$ cat src/hdl/bhpq_pkg.sv
// shared constants and helper functions for the binary heap priority queue
package bhpq_pkg;

	localparam int SLOT_BITS  = 17;
	localparam int LEVEL_BITS = 5;

	localparam logic REQ_INSERT = 1'b0;
	localparam logic REQ_REMOVE = 1'b1;

	localparam logic [1:0] ST_OK    = 2'd0;
	localparam logic [1:0] ST_FULL  = 2'd1;
	localparam logic [1:0] ST_EMPTY = 2'd2;

	// entries held by one tree level, the last level may be partial
	function automatic int lvl_depth(int cap, int lvl);
		int lo;
		int span;
		lo   = 1 << lvl;
		span = cap + 1 - lo;
		return (span < lo) ? span : lo;
	endfunction

	// tree level of a one-based slot number
	function automatic logic [LEVEL_BITS-1:0] slot_level(logic [SLOT_BITS-1:0] s);
		logic [LEVEL_BITS-1:0] l;
		l = '0;
		for (int b = 0; b < SLOT_BITS; b++) begin
			if (s[b]) l = LEVEL_BITS'(b);
		end
		return l;
	endfunction

	function automatic logic key_better(logic [63:0] a, logic [63:0] b, logic largest);
		return largest ? (a > b) : (a < b);
	endfunction

endpackage

$ cat src/hdl/bhpq_cell.sv
// one heap level: entry store for the level plus the sift step logic
module bhpq_cell import bhpq_pkg::*; #(
	parameter int LEVEL = 0,
	parameter int DEPTH = 1,
	parameter int KW    = 32,
	parameter int PW    = 32,
	parameter int XW    = 1,
	parameter int CW    = 2
) (
	input  logic                clk,
	input  logic                arst_n,
	input  logic                largest_first,
	input  logic [CW-1:0]       count,
	input  logic                dn_in_vld,
	input  logic [KW+PW-1:0]    dn_in_ent,
	input  logic [XW-1:0]       dn_in_idx,
	output logic                dn_out_vld,
	output logic [KW+PW-1:0]    dn_out_ent,
	output logic [XW-1:0]       dn_out_idx,
	input  logic                up_in_vld,
	input  logic [KW+PW-1:0]    up_in_ent,
	input  logic [XW-1:0]       up_in_idx,
	output logic                up_out_vld,
	output logic [KW+PW-1:0]    up_out_ent,
	output logic [XW-1:0]       up_out_idx,
	input  logic                rd_en,
	input  logic [XW-1:0]       rd_a0,
	input  logic [XW-1:0]       rd_a1,
	output logic [KW+PW-1:0]    rd_d0,
	output logic [KW+PW-1:0]    rd_d1,
	output logic                ch_en,
	output logic [XW-1:0]       ch_a0,
	output logic [XW-1:0]       ch_a1,
	input  logic [KW+PW-1:0]    ch_d0,
	input  logic [KW+PW-1:0]    ch_d1,
	output logic                par_en,
	output logic [XW-1:0]       par_a,
	input  logic [KW+PW-1:0]    par_d,
	output logic                done,
	output logic [KW+PW-1:0]    head
);

	localparam int EW = KW + PW;
	localparam int AW = (DEPTH > 1) ? $clog2(DEPTH) : 1;
	localparam int SW = CW + 1;

	localparam logic [1:0] C_IDLE = 2'd0;
	localparam logic [1:0] C_DOWN = 2'd1;
	localparam logic [1:0] C_UP   = 2'd2;

	logic [1:0]    state_q;
	logic [1:0]    state_d;
	logic [EW-1:0] x_q;
	logic [XW-1:0] idx_q;
	logic          dn_vld_q;
	logic          up_vld_q;
	logic [EW-1:0] dn_ent_q;
	logic [EW-1:0] up_ent_q;
	logic [XW-1:0] dn_idx_q;
	logic [XW-1:0] up_idx_q;
	logic [EW-1:0] rd0_q;
	logic [EW-1:0] rd1_q;
	logic [SW-1:0] left_in;
	logic [SW-1:0] left_q;
	logic          has_child;
	logic          right_ok;
	logic          pick_right;
	logic          stop_dn;
	logic          rise_up;
	logic [EW-1:0] child;
	logic          we;
	logic [XW-1:0] wa;
	logic [EW-1:0] wd;
	logic          send_dn;
	logic          send_up;

	function automatic logic [63:0] key_of(logic [EW-1:0] e);
		return 64'(e[EW-1:PW]);
	endfunction

	// slot numbers of the left child, for the incoming and the held entry
	assign left_in   = (SW'(1) << (LEVEL + 1)) + (SW'(dn_in_idx) << 1);
	assign left_q    = (SW'(1) << (LEVEL + 1)) + (SW'(idx_q) << 1);
	assign has_child = (left_in <= SW'(count));
	assign right_ok  = (left_q < SW'(count));

	assign pick_right = right_ok && key_better(key_of(ch_d1), key_of(ch_d0), largest_first);
	assign child      = pick_right ? ch_d1 : ch_d0;
	assign stop_dn    = key_better(key_of(x_q), key_of(child), largest_first);
	assign rise_up    = key_better(key_of(x_q), key_of(par_d), largest_first);

	assign ch_en  = (state_q == C_IDLE) && dn_in_vld && has_child;
	assign ch_a0  = XW'({dn_in_idx, 1'b0});
	assign ch_a1  = XW'({dn_in_idx, 1'b1});
	assign par_en = (LEVEL != 0) && (state_q == C_IDLE) && !dn_in_vld && up_in_vld;
	assign par_a  = up_in_idx >> 1;

	always_comb begin
		state_d = state_q;
		we      = 1'b0;
		wa      = idx_q;
		wd      = x_q;
		done    = 1'b0;
		send_dn = 1'b0;
		send_up = 1'b0;
		case (state_q)
			C_IDLE: begin
				if (dn_in_vld) begin
					if (has_child) begin
						state_d = C_DOWN;
					end else begin
						we   = 1'b1;
						wa   = dn_in_idx;
						wd   = dn_in_ent;
						done = 1'b1;
					end
				end else if (up_in_vld) begin
					if (LEVEL != 0) begin
						state_d = C_UP;
					end else begin
						we   = 1'b1;
						wa   = up_in_idx;
						wd   = up_in_ent;
						done = 1'b1;
					end
				end
			end
			C_DOWN: begin
				state_d = C_IDLE;
				we      = 1'b1;
				if (stop_dn) begin
					done = 1'b1;
				end else begin
					wd      = child;
					send_dn = 1'b1;
				end
			end
			C_UP: begin
				state_d = C_IDLE;
				we      = 1'b1;
				if (rise_up) begin
					wd      = par_d;
					send_up = 1'b1;
				end else begin
					done = 1'b1;
				end
			end
			default: begin
				state_d = C_IDLE;
			end
		endcase
	end

	always_ff @(posedge clk or negedge arst_n) begin
		if (!arst_n) begin
			state_q  <= C_IDLE;
			dn_vld_q <= 1'b0;
			up_vld_q <= 1'b0;
		end else begin
			state_q  <= state_d;
			dn_vld_q <= send_dn;
			up_vld_q <= send_up;
		end
	end

	always_ff @(posedge clk) begin
		if (state_q == C_IDLE) begin
			if (dn_in_vld) begin
				x_q   <= dn_in_ent;
				idx_q <= dn_in_idx;
			end else if (up_in_vld) begin
				x_q   <= up_in_ent;
				idx_q <= up_in_idx;
			end
		end
		if (send_dn) begin
			dn_ent_q <= x_q;
			dn_idx_q <= pick_right ? XW'({idx_q, 1'b1}) : XW'({idx_q, 1'b0});
		end
		if (send_up) begin
			up_ent_q <= x_q;
			up_idx_q <= idx_q >> 1;
		end
	end

	if (DEPTH == 1) begin : g_one
		logic [EW-1:0] mem_q;

		always_ff @(posedge clk) begin
			if (we) begin
				mem_q <= wd;
			end
			if (rd_en) begin
				rd0_q <= mem_q;
				rd1_q <= mem_q;
			end
		end

		assign head = mem_q;
	end else begin : g_ram
		logic [EW-1:0] mem_q [DEPTH];

		always_ff @(posedge clk) begin
			if (we) begin
				mem_q[wa[AW-1:0]] <= wd;
			end
			if (rd_en) begin
				rd0_q <= mem_q[rd_a0[AW-1:0]];
				rd1_q <= mem_q[rd_a1[AW-1:0]];
			end
		end

		assign head = '0;
	end

	assign rd_d0      = rd0_q;
	assign rd_d1      = rd1_q;
	assign dn_out_vld = dn_vld_q;
	assign dn_out_ent = dn_ent_q;
	assign dn_out_idx = dn_idx_q;
	assign up_out_vld = up_vld_q;
	assign up_out_ent = up_ent_q;
	assign up_out_idx = up_idx_q;

endmodule

$ cat config.mk
export PLATFORM = sky130hd
export DESIGN_NAME = bhpq_cell
export DESIGN_NICKNAME = d
export VERILOG_FILES = /design/src/hdl/bhpq_pkg.sv /design/src/hdl/bhpq_cell.sv
export SDC_FILE = /design/constraint.sdc
export NUM_CORES = 1
export LEC_CHECK = 0
export ABC_CLOCK_PERIOD_IN_PS = 15610
export BUFFER_PORTS_ARGS = -buffer_cell sky130_fd_sc_hd__buf_4
export CAP_MARGIN = 5
export CORE_AREA = 8 8 252 254
export CTS_CLUSTER_DIAMETER = 40
export DETAILED_ROUTE_END_ITERATION = 6
export DIE_AREA = 0 0 260 262
export PLACE_DENSITY = 0.5
export REMOVE_ABC_BUFFERS = 1
export SLEW_MARGIN = 20
export SYNTH_ARGS = -nofsm -noshare
export SYNTH_HDL_FRONTEND = slang
export SYNTH_SLANG_ARGS = --single-unit
export TNS_END_PERCENT = 100
$ cat constraint.sdc
create_clock -name clk -period 15.61 [get_ports clk]
set_input_delay 1.561 -clock clk [delete_from_list [all_inputs] [get_ports clk]]
set_output_delay 1.561 -clock clk [all_outputs]
set_load 0.02 [all_outputs]
==> summary.md, run 1 <==
| Metric | Value |
|---|---|
| Status | finished clean |
| Overall die height | 262 microns |
| Initial antenna violation count | 4 |
| Final setup violation count | 0 |
| Ys Warns | 0 |
| Sequential-to-total area share from yosys stat | 53.11% |
| Switch share | between 20% and 30% |
| Multi-input logic area | 5430 sq um |
| Post-synth EDFFs | roughly 260 |
| CTS tree | built |
| Clock network fraction of total power | 45.2% |
| First-pass GRT wire length | ~80000 microns |
| Core box area | between 50000 and 60000 sq um |
| Setup TNS | 0 ps |
| FFs w/ async S/R, synth | 0.7692% |
| Fin. max-slew vios | 0 |
| Fin Clk Skew | 18.01 ps |
| Overflow after GRT | 0 |
| Hold_buf cts | 0 |
| Leak | ~9 nW |
| Sw power | between 700 and 800 uW |
| Max Root-Sink Buffers | 3 |
| Sequential power share | 35.4% |
| Area growth from synthesis to layout | 39.78% |
| Count leader, synth | edfxtp_1 |
| Synth area leader | edfxtp_1 |
| Post-CTS Repair Setup Buffers | 0 |
| Final Power | 2.638 mW |
| Critical Path RT | 14050 ps |
| Final wirelength | a little under 60000 microns |
| # nets final | 2117 |
| Fin area | 20520 sq um |
| Hold crit path type | reg -> reg |
| Starting Density | 24.65% |
| Post-place setup slack | 5357 ps |
| Fin crit period | 9780 ps |
| Vias in the first global route | 12634 |
| Combinational Power Share | 19.4% |
| Max-cap viol count | 0 |
| Setup crit end kind | output pin |
| H-Tree Level Count | 2 |
| Clk_lat worst skew | 580 ps |
| Worst Setup Path Type | in -> out |
| Share of layout cells above drive strength 1 | 36.32% |
| Syn Inst Count | 1263 |
| GRT Total Usage | roughly 16% |
| Slew HR | 32.96% |
| Largest net degree at the start of global routing | just over 80 |
| Nature of the critical path startpoint | input port |
| Post_cts resized | 0 |
| Ports | 662 |
| TritonCTS Sinks | 260 |
| Filler instances | 5990 |
| Clk root buf | clkbuf_16 |
| Syn Std Cell Area | around 15000 sq um |
| Synth Flop Type | edfxtp_1 |
| Cell internal pwr | 1.876 mW |
| Iteration-0 DRC count of the detailed router | 421 |
| DR vias/cell | approximately 4.6 |
| Row count | 90 |
| Clk slew on worst S/H paths | 50 ps |
| Fin crit share | approximately 63% |
| PwrDens | 128.5 nW/um^2 |
| Yosys top cell area share | 52.77% |
| Most frequent cells after synthesis | 258 x edfxtp_1, 152 x a21oi_1, 138 x buf_4 |
| Area after DPL | 18650 sq um |
| Distinct cells, synth | 47 |
| First drt pass iteration count | 4 |
| FMAX | 0.1022 GHz |
| Total CTS buffers | 52 |
| Die area | 68120 sq um |
| Routed len/inst | 22.73 microns |
| VDD IR max | a little under 70 uV |
| Post-DP HPWL | 42530 microns |
| FF+latch count, synth | 260 |
| Vias | 11645 |
| Buffers on Ports | 525 |
| DIE WIDTH | between 200 and 300 microns |
| Syn avg cell area | 11.63 sq um |
| Residual DRC | 0 |
| Gp weighted congestion | 0.7715 |
| Critical Path AT | 8220 ps |
| CP max FO | 35 |
| Antenna-violating nets left | 0 |
| Ranking of synthesized cells by area | edfxtp_1 53%, mux2i_1 8.7%, buf_4 7.1% |
| Worst-Margin Slew | 1006 ps |
| Register Area | 7801 sq um |
| Final Hold Viols | 0 |
| Worst setup margin | 5830 ps |
| RSZ-0062 raised after global routing | false |
## cell families (layout without fill, tap and decap cells)
| logic type | after synthesis | count (layout) | synth area share [%] |
|---|---|---|---|
| AO/OA/AOI/OAI | 372 | 372 | 15.49 |
| buffers and inverters | 307 | 738 | 11.90 |
| other | 2 | 72 | 0.05115 |
| AND/OR/NAND/NOR | 127 | 127 | 5.019 |
| multiplexers | 129 | 129 | 8.811 |
| adder cells (fa/ha/maj) | 66 | 66 | 5.624 |
| flip-flops | 260 | 260 | 53.11 |
## final timing paths
check / start / to / slack [ps] / cells past startpoint
max in group asynchronous: arst_n / state_q[0] / 14710 / 1
min reg2reg: head[1] / rd_d1[1] / 450 / 0
max reg2reg: idx_q / dn_out_ent[42] / 9430 / 16
min: head[1] / rd_d1[1] / 450 / 0
min in group asynchronous: arst_n / dn_out_vld / 780 / 1
max: ch_d0[47] / done / 5830 / 22
## worst max-delay path, cell delays in order
cell and delay, ps:
buf_4 90, inv_1 30, ha_1 300, nand4_1 370, nor3_1 500, a21boi_0 250
nor4_1 120, o211a_1 280, nor3_2 90, buf_4 500, buf_4 690, mux2i_1 210
ha_1 430, nand4_1 230, nor2_1 490, nand3_1 310, or3_1 490, o311ai_2 160
nand3_4 270, inv_4 470, a21oi_1 80, buf_4 200
## sequential cells by signal (all words and copies together), names as in the netlist
signal and cells:
head 64, x_q 64, state_q 1, dn_out_idx 1
dn_out_ent 64, dn_out_vld 1, idx_q 1, rd_d1 64
## metal layers
layer	global-route usage [%]	part of all wire, %	vias up
li1	-	-	5447
met1	18.71	40	5644
met2	28.40	50	493
met3	4.435	7.4	61
met4	4.552	1.9	0
met5	0	0	-
## metrics by stage
| step | util [%] | hold WS, ps | cells |
|---|---|---|---|
| 5_1_grt | 34.45 | 462.9 | 2546 |
| 6_report | 34.45 | 447.8 | 2546 |
| 3_3_place_gp | 31.30 | 435.0 | 2447 |
| 2_1_floorplan | - | 449.5 | 1126 |
| 3_5_place_dp | 31.30 | 437.9 | 2447 |
| 4_1_cts | 34.44 | 450.7 | 2544 |
## cells in the final DEF (no fill, tap or decap), drive strengths merged, types with 3 or more instances in the layout
cell type  Yosys  final
clkinv         0     16
a221o          3      3
nor3           5      5
nand3         11     11
a21oi        153    153
bufinv         0      9
mux2i        127    127
edfxtp       258    258
conb           2     70
nor2b         64     64
nor2           9      9
a211oi       128    128
nand2         14     14
clkinvlp       0      3
o21ai         68     68
ha            66     66
inv          102    111
nor3b          3      3
nand4         13     13
clkbuf        49     60
a21o           8      8
buf          156    539
## power groups by stage
stage,clock [mW],sequential [mW],combinational (mW)
2_1_floorplan,0,1.02,0.177
3_3_place_gp,0,0.944,0.515
3_5_place_dp,0,0.947,0.521
4_1_cts,1.22,0.935,0.522
5_1_grt,1.25,0.944,0.554
6_report,1.19,0.934,0.512
## cell type report
class | count | share of cell area [%]
antenna | 2 | 0.02439
clock buffer | 60 | 6.737
clock inverter | 37 | 2.378
inverter | 102 | 1.890
sequential | 260 | 38.01
tap | 782 | 4.767
timing repair buffer | 539 | 19.73
multi-input combinational | 764 | 26.46
Note: power is estimated with default switching activity, not from simulation.
==> inputs of run 2 (changes only) <==
--- a/config.mk
+++ b/config.mk
@@ -5,14 +5,14 @@
 export SDC_FILE = /design/constraint.sdc
 export NUM_CORES = 1
 export LEC_CHECK = 0
-export ABC_CLOCK_PERIOD_IN_PS = 15610
+export ABC_CLOCK_PERIOD_IN_PS = 8330
 export BUFFER_PORTS_ARGS = -buffer_cell sky130_fd_sc_hd__buf_4
 export CAP_MARGIN = 5
 export CORE_AREA = 8 8 252 254
 export CTS_CLUSTER_DIAMETER = 40
 export DETAILED_ROUTE_END_ITERATION = 6
 export DIE_AREA = 0 0 260 262
-export PLACE_DENSITY = 0.5
+export PLACE_DENSITY = 0.51
 export REMOVE_ABC_BUFFERS = 1
 export SLEW_MARGIN = 20
 export SYNTH_ARGS = -nofsm -noshare
==> constraint.sdc (replaced) <==
create_clock -name clk -period 8.33 [get_ports clk]
set_input_delay 0.833 -clock clk [delete_from_list [all_inputs] [get_ports clk]]
set_output_delay 0.833 -clock clk [all_outputs]
set_load 0.02 [all_outputs]
==> run 2 against run 1 <==
  * Setup slack got worse by 4600 ps
  * Via count increased by 0.27%
  * Global-route usage rose by 0.22 points
  * Flip-flop and latch count did not move
  * Clock skew grew 8.5 ps
  * Sequential share of layout area about the same
  * Die area unchanged
  * Highest routed layer is now met5
  * Critical endpoint unchanged
  * Design area hardly changed
  * Largest power group unchanged
  * First-iteration DRC count rose by 38%
  * Critical path depth shrank 1
==> summary.md, run 2 (synthesized netlist as in run 1, its figures left out) <==
| Metric | Value |
|---|---|
| Clk root buf | clkbuf_16 |
| Setup TNS | 0 ps (unchanged) |
| Core box area | 59570 sq um (unchanged) |
| Post-place setup slack | 704.1 ps (-4652 ps) |
| Gp weighted congestion | 0.7827 (+1.5%) |
| Vias | 11677 (+0.27%) |
| Final setup violation count | 0 (unchanged) |
| Nature of the critical path startpoint | input port |
| DR vias/cell | 4.585 (+0.24%) |
| First drt pass iteration count | 5 (+1) |
| Hold crit path type | in -> async |
| Post-DP HPWL | 42390 microns (-0.33%) |
| Routed len/inst | 22.90 microns (+0.75%) |
| FMAX | roughly 0.14 GHz |
| Fin crit period | 7124 ps |
| Area growth from synthesis to layout | 39.80% (about the same) |
| FF-to-FF End | head[28] |
| Post-CTS Repair Setup Buffers | 0 (unchanged) |
| Max-cap viol count | 0 (unchanged) |
| Multi-input logic area | 5430 sq um (unchanged) |
| Ports | 662 (unchanged) |
| Share of layout cells above drive strength 1 | 36.27% (-0.057 points) |
| Worst R2R Path Depth | 15 (-1) |
| Worst Setup Path Type | in -> out |
| Vias in the first global route | 12537 (-0.77%) |
| Fin area | 20530 sq um (about the same) |
| DIE WIDTH | 260 microns (unchanged) |
| Iteration-0 DRC count of the detailed router | 581 (+38%) |
| Antenna-violating nets left | 0 (unchanged) |
| Most frequent cells in the layout | 541 x buf_4, 258 x edfxtp_1, 151 x a21oi_1, 128 x a211oi_1, 127 x mux2i_1 |
| Status | finished clean |
| Register Area | 7801 sq um (unchanged) |
| Starting Density | 24.65% (unchanged) |
| Fin crit share | 85.53% |
| Fin Clk Skew | 26.51 ps (+8.507 ps) |
| Leak | 9.203 nW (-0.20%) |
| Worst setup margin | 1206 ps (-4624 ps) |
| VDD IR max | 153.8 uV (+120%) |
| Launching point of the worst reg2reg path | idx_q |
| TritonCTS Sinks | 260 (unchanged) |
| Critical Path AT | 6290 ps (-1930 ps) |
| Die area | 68120 sq um (unchanged) |
| Filler instances | 5962 (-0.47%) |
| Final Hold Viols | 0 (unchanged) |
| First-pass GRT wire length | 82370 microns (+0.71%) |
| Post_cts resized | 0 (unchanged) |
| Initial antenna violation count | 4 (unchanged) |
| PwrDens | 239.4 nW/um^2 (+86%) |
| Row count | 90 (unchanged) |
| CP max FO | 34 (-2.9%) |
| Total CTS buffers | 51 (-1.9%) |
| H-Tree Level Count | 2 (unchanged) |
| Max Root-Sink Buffers | 3 (unchanged) |
| Setup crit end kind | output pin |
| Residual DRC | 0 (unchanged) |
| Hold_buf cts | 0 (unchanged) |
| GRT Total Usage | 16.21% (+0.22 points) |
| Area after DPL | 18690 sq um (+0.23%) |
| Overall die height | 262 microns (unchanged) |
| Slew HR | 36.21% (+3.3 points) |
| Clk_lat worst skew | 570 ps (about the same) |
| Buffers on Ports | 525 (unchanged) |
| Clk slew on worst S/H paths | 50 ps (about the same) |
| Final wirelength | 58320 microns (+0.79%) |
| Fin. max-slew vios | 0 (unchanged) |
| CTS tree | built |
| Largest net degree at the start of global routing | 87 (+6.1%) |
| Commonest non-fill, non-tap cell in the layout | buf_4 |
| RSZ-0062 raised after global routing | false |
| # nets final | 2120 (+0.14%) |
| Overflow after GRT | 0 (unchanged) |
| Critical Path RT | 7500 ps (-6550 ps) |
| Worst-Margin Slew | 956.8 ps (-48.79 ps) |
| R2R setup slack | 3070 ps (-6360 ps) |
-- run 2: changes by cell type in the layout (fill, tap and decap cells not counted), sizes merged --
cell      before  now
buf          539  543
bufinv         9   11
inv          111  108
diode          2    3
clkbuf        60   53
clkinv        16   17
clkinvlp       3    6
-- run 2: worst max path at each step --
stage / start / depth (start not counted) / end / slack (ps)
final: ch_d0[47] / 21 / done / 1210
after global routing: ch_d0[47] / 21 / done / 760
after CTS: ch_d0[47] / 21 / done / 860
after detailed placement: ch_d0[47] / 21 / head[0] / 700
after global placement: ch_d0[47] / 21 / head[0] / 730
after floorplan: ch_d0[49] / 18 / done / -5600
-- run 2: final cells by class --
cell class | instances | area share, %
well taps | 782 | 4.767
repair buffers | 543 | 19.94
inverters | 102 | 1.890
diodes | 3 | 0.03657
clock inverters | 40 | 2.658
clock buffers | 53 | 6.254
flip-flops and latches | 260 | 38.00
multi-input cells | 764 | 26.45
-- run 2: metal layers --
layer  track usage (%)  up-vias  part of all wire (%)  wire length (microns)
met5                 0        -                 0.021                     12
met4             4.505        2                   2.0                   1182
met3             4.953       75                   8.0                   4693
met2             28.05      482                    49                  28670
met1             19.31     5665                    41                  23760
li1                  -     5453                     -                      -
-- run 2: report_power, final --
group	internal, mW	total [mW]	leakage [nW]	switching (mW)
registers	1.64	1.75	2.54	0.108
clock network	1.47	2.20	0.872	0.735
logic	0.398	0.965	5.79	0.567
-- run 2: metrics by stage --
stage / util, % / cells / hold WS, ps / power [mW]
global route: 34.45 / 2545 / 15.93 / 5.120
detailed placement: 31.38 / 2451 / 435.9 / 2.752
finish: 34.46 / 2547 / 55.23 / 4.913
CTS: 34.45 / 2544 / 6.301 / 4.986
floorplan: - / 1126 / 449.5 / 2.240
global placement: 31.38 / 2451 / 434.8 / 2.738
-- run 2: worst max-delay path, cell delays in order --
cell and delay, ps:
buf_4 90, inv_1 40, ha_1 320, nand4_1 330, nor3_1 540, a21boi_0 260, nor4_1 120, o211a_1 270
nor3_2 140, buf_4 570, mux2i_1 430, ha_1 330, nand4_1 170, nor3_1 120, a221o_1 300, o31a_1 320
or4_4 590, nand3_4 120, inv_4 40, a21oi_1 120, buf_4 190
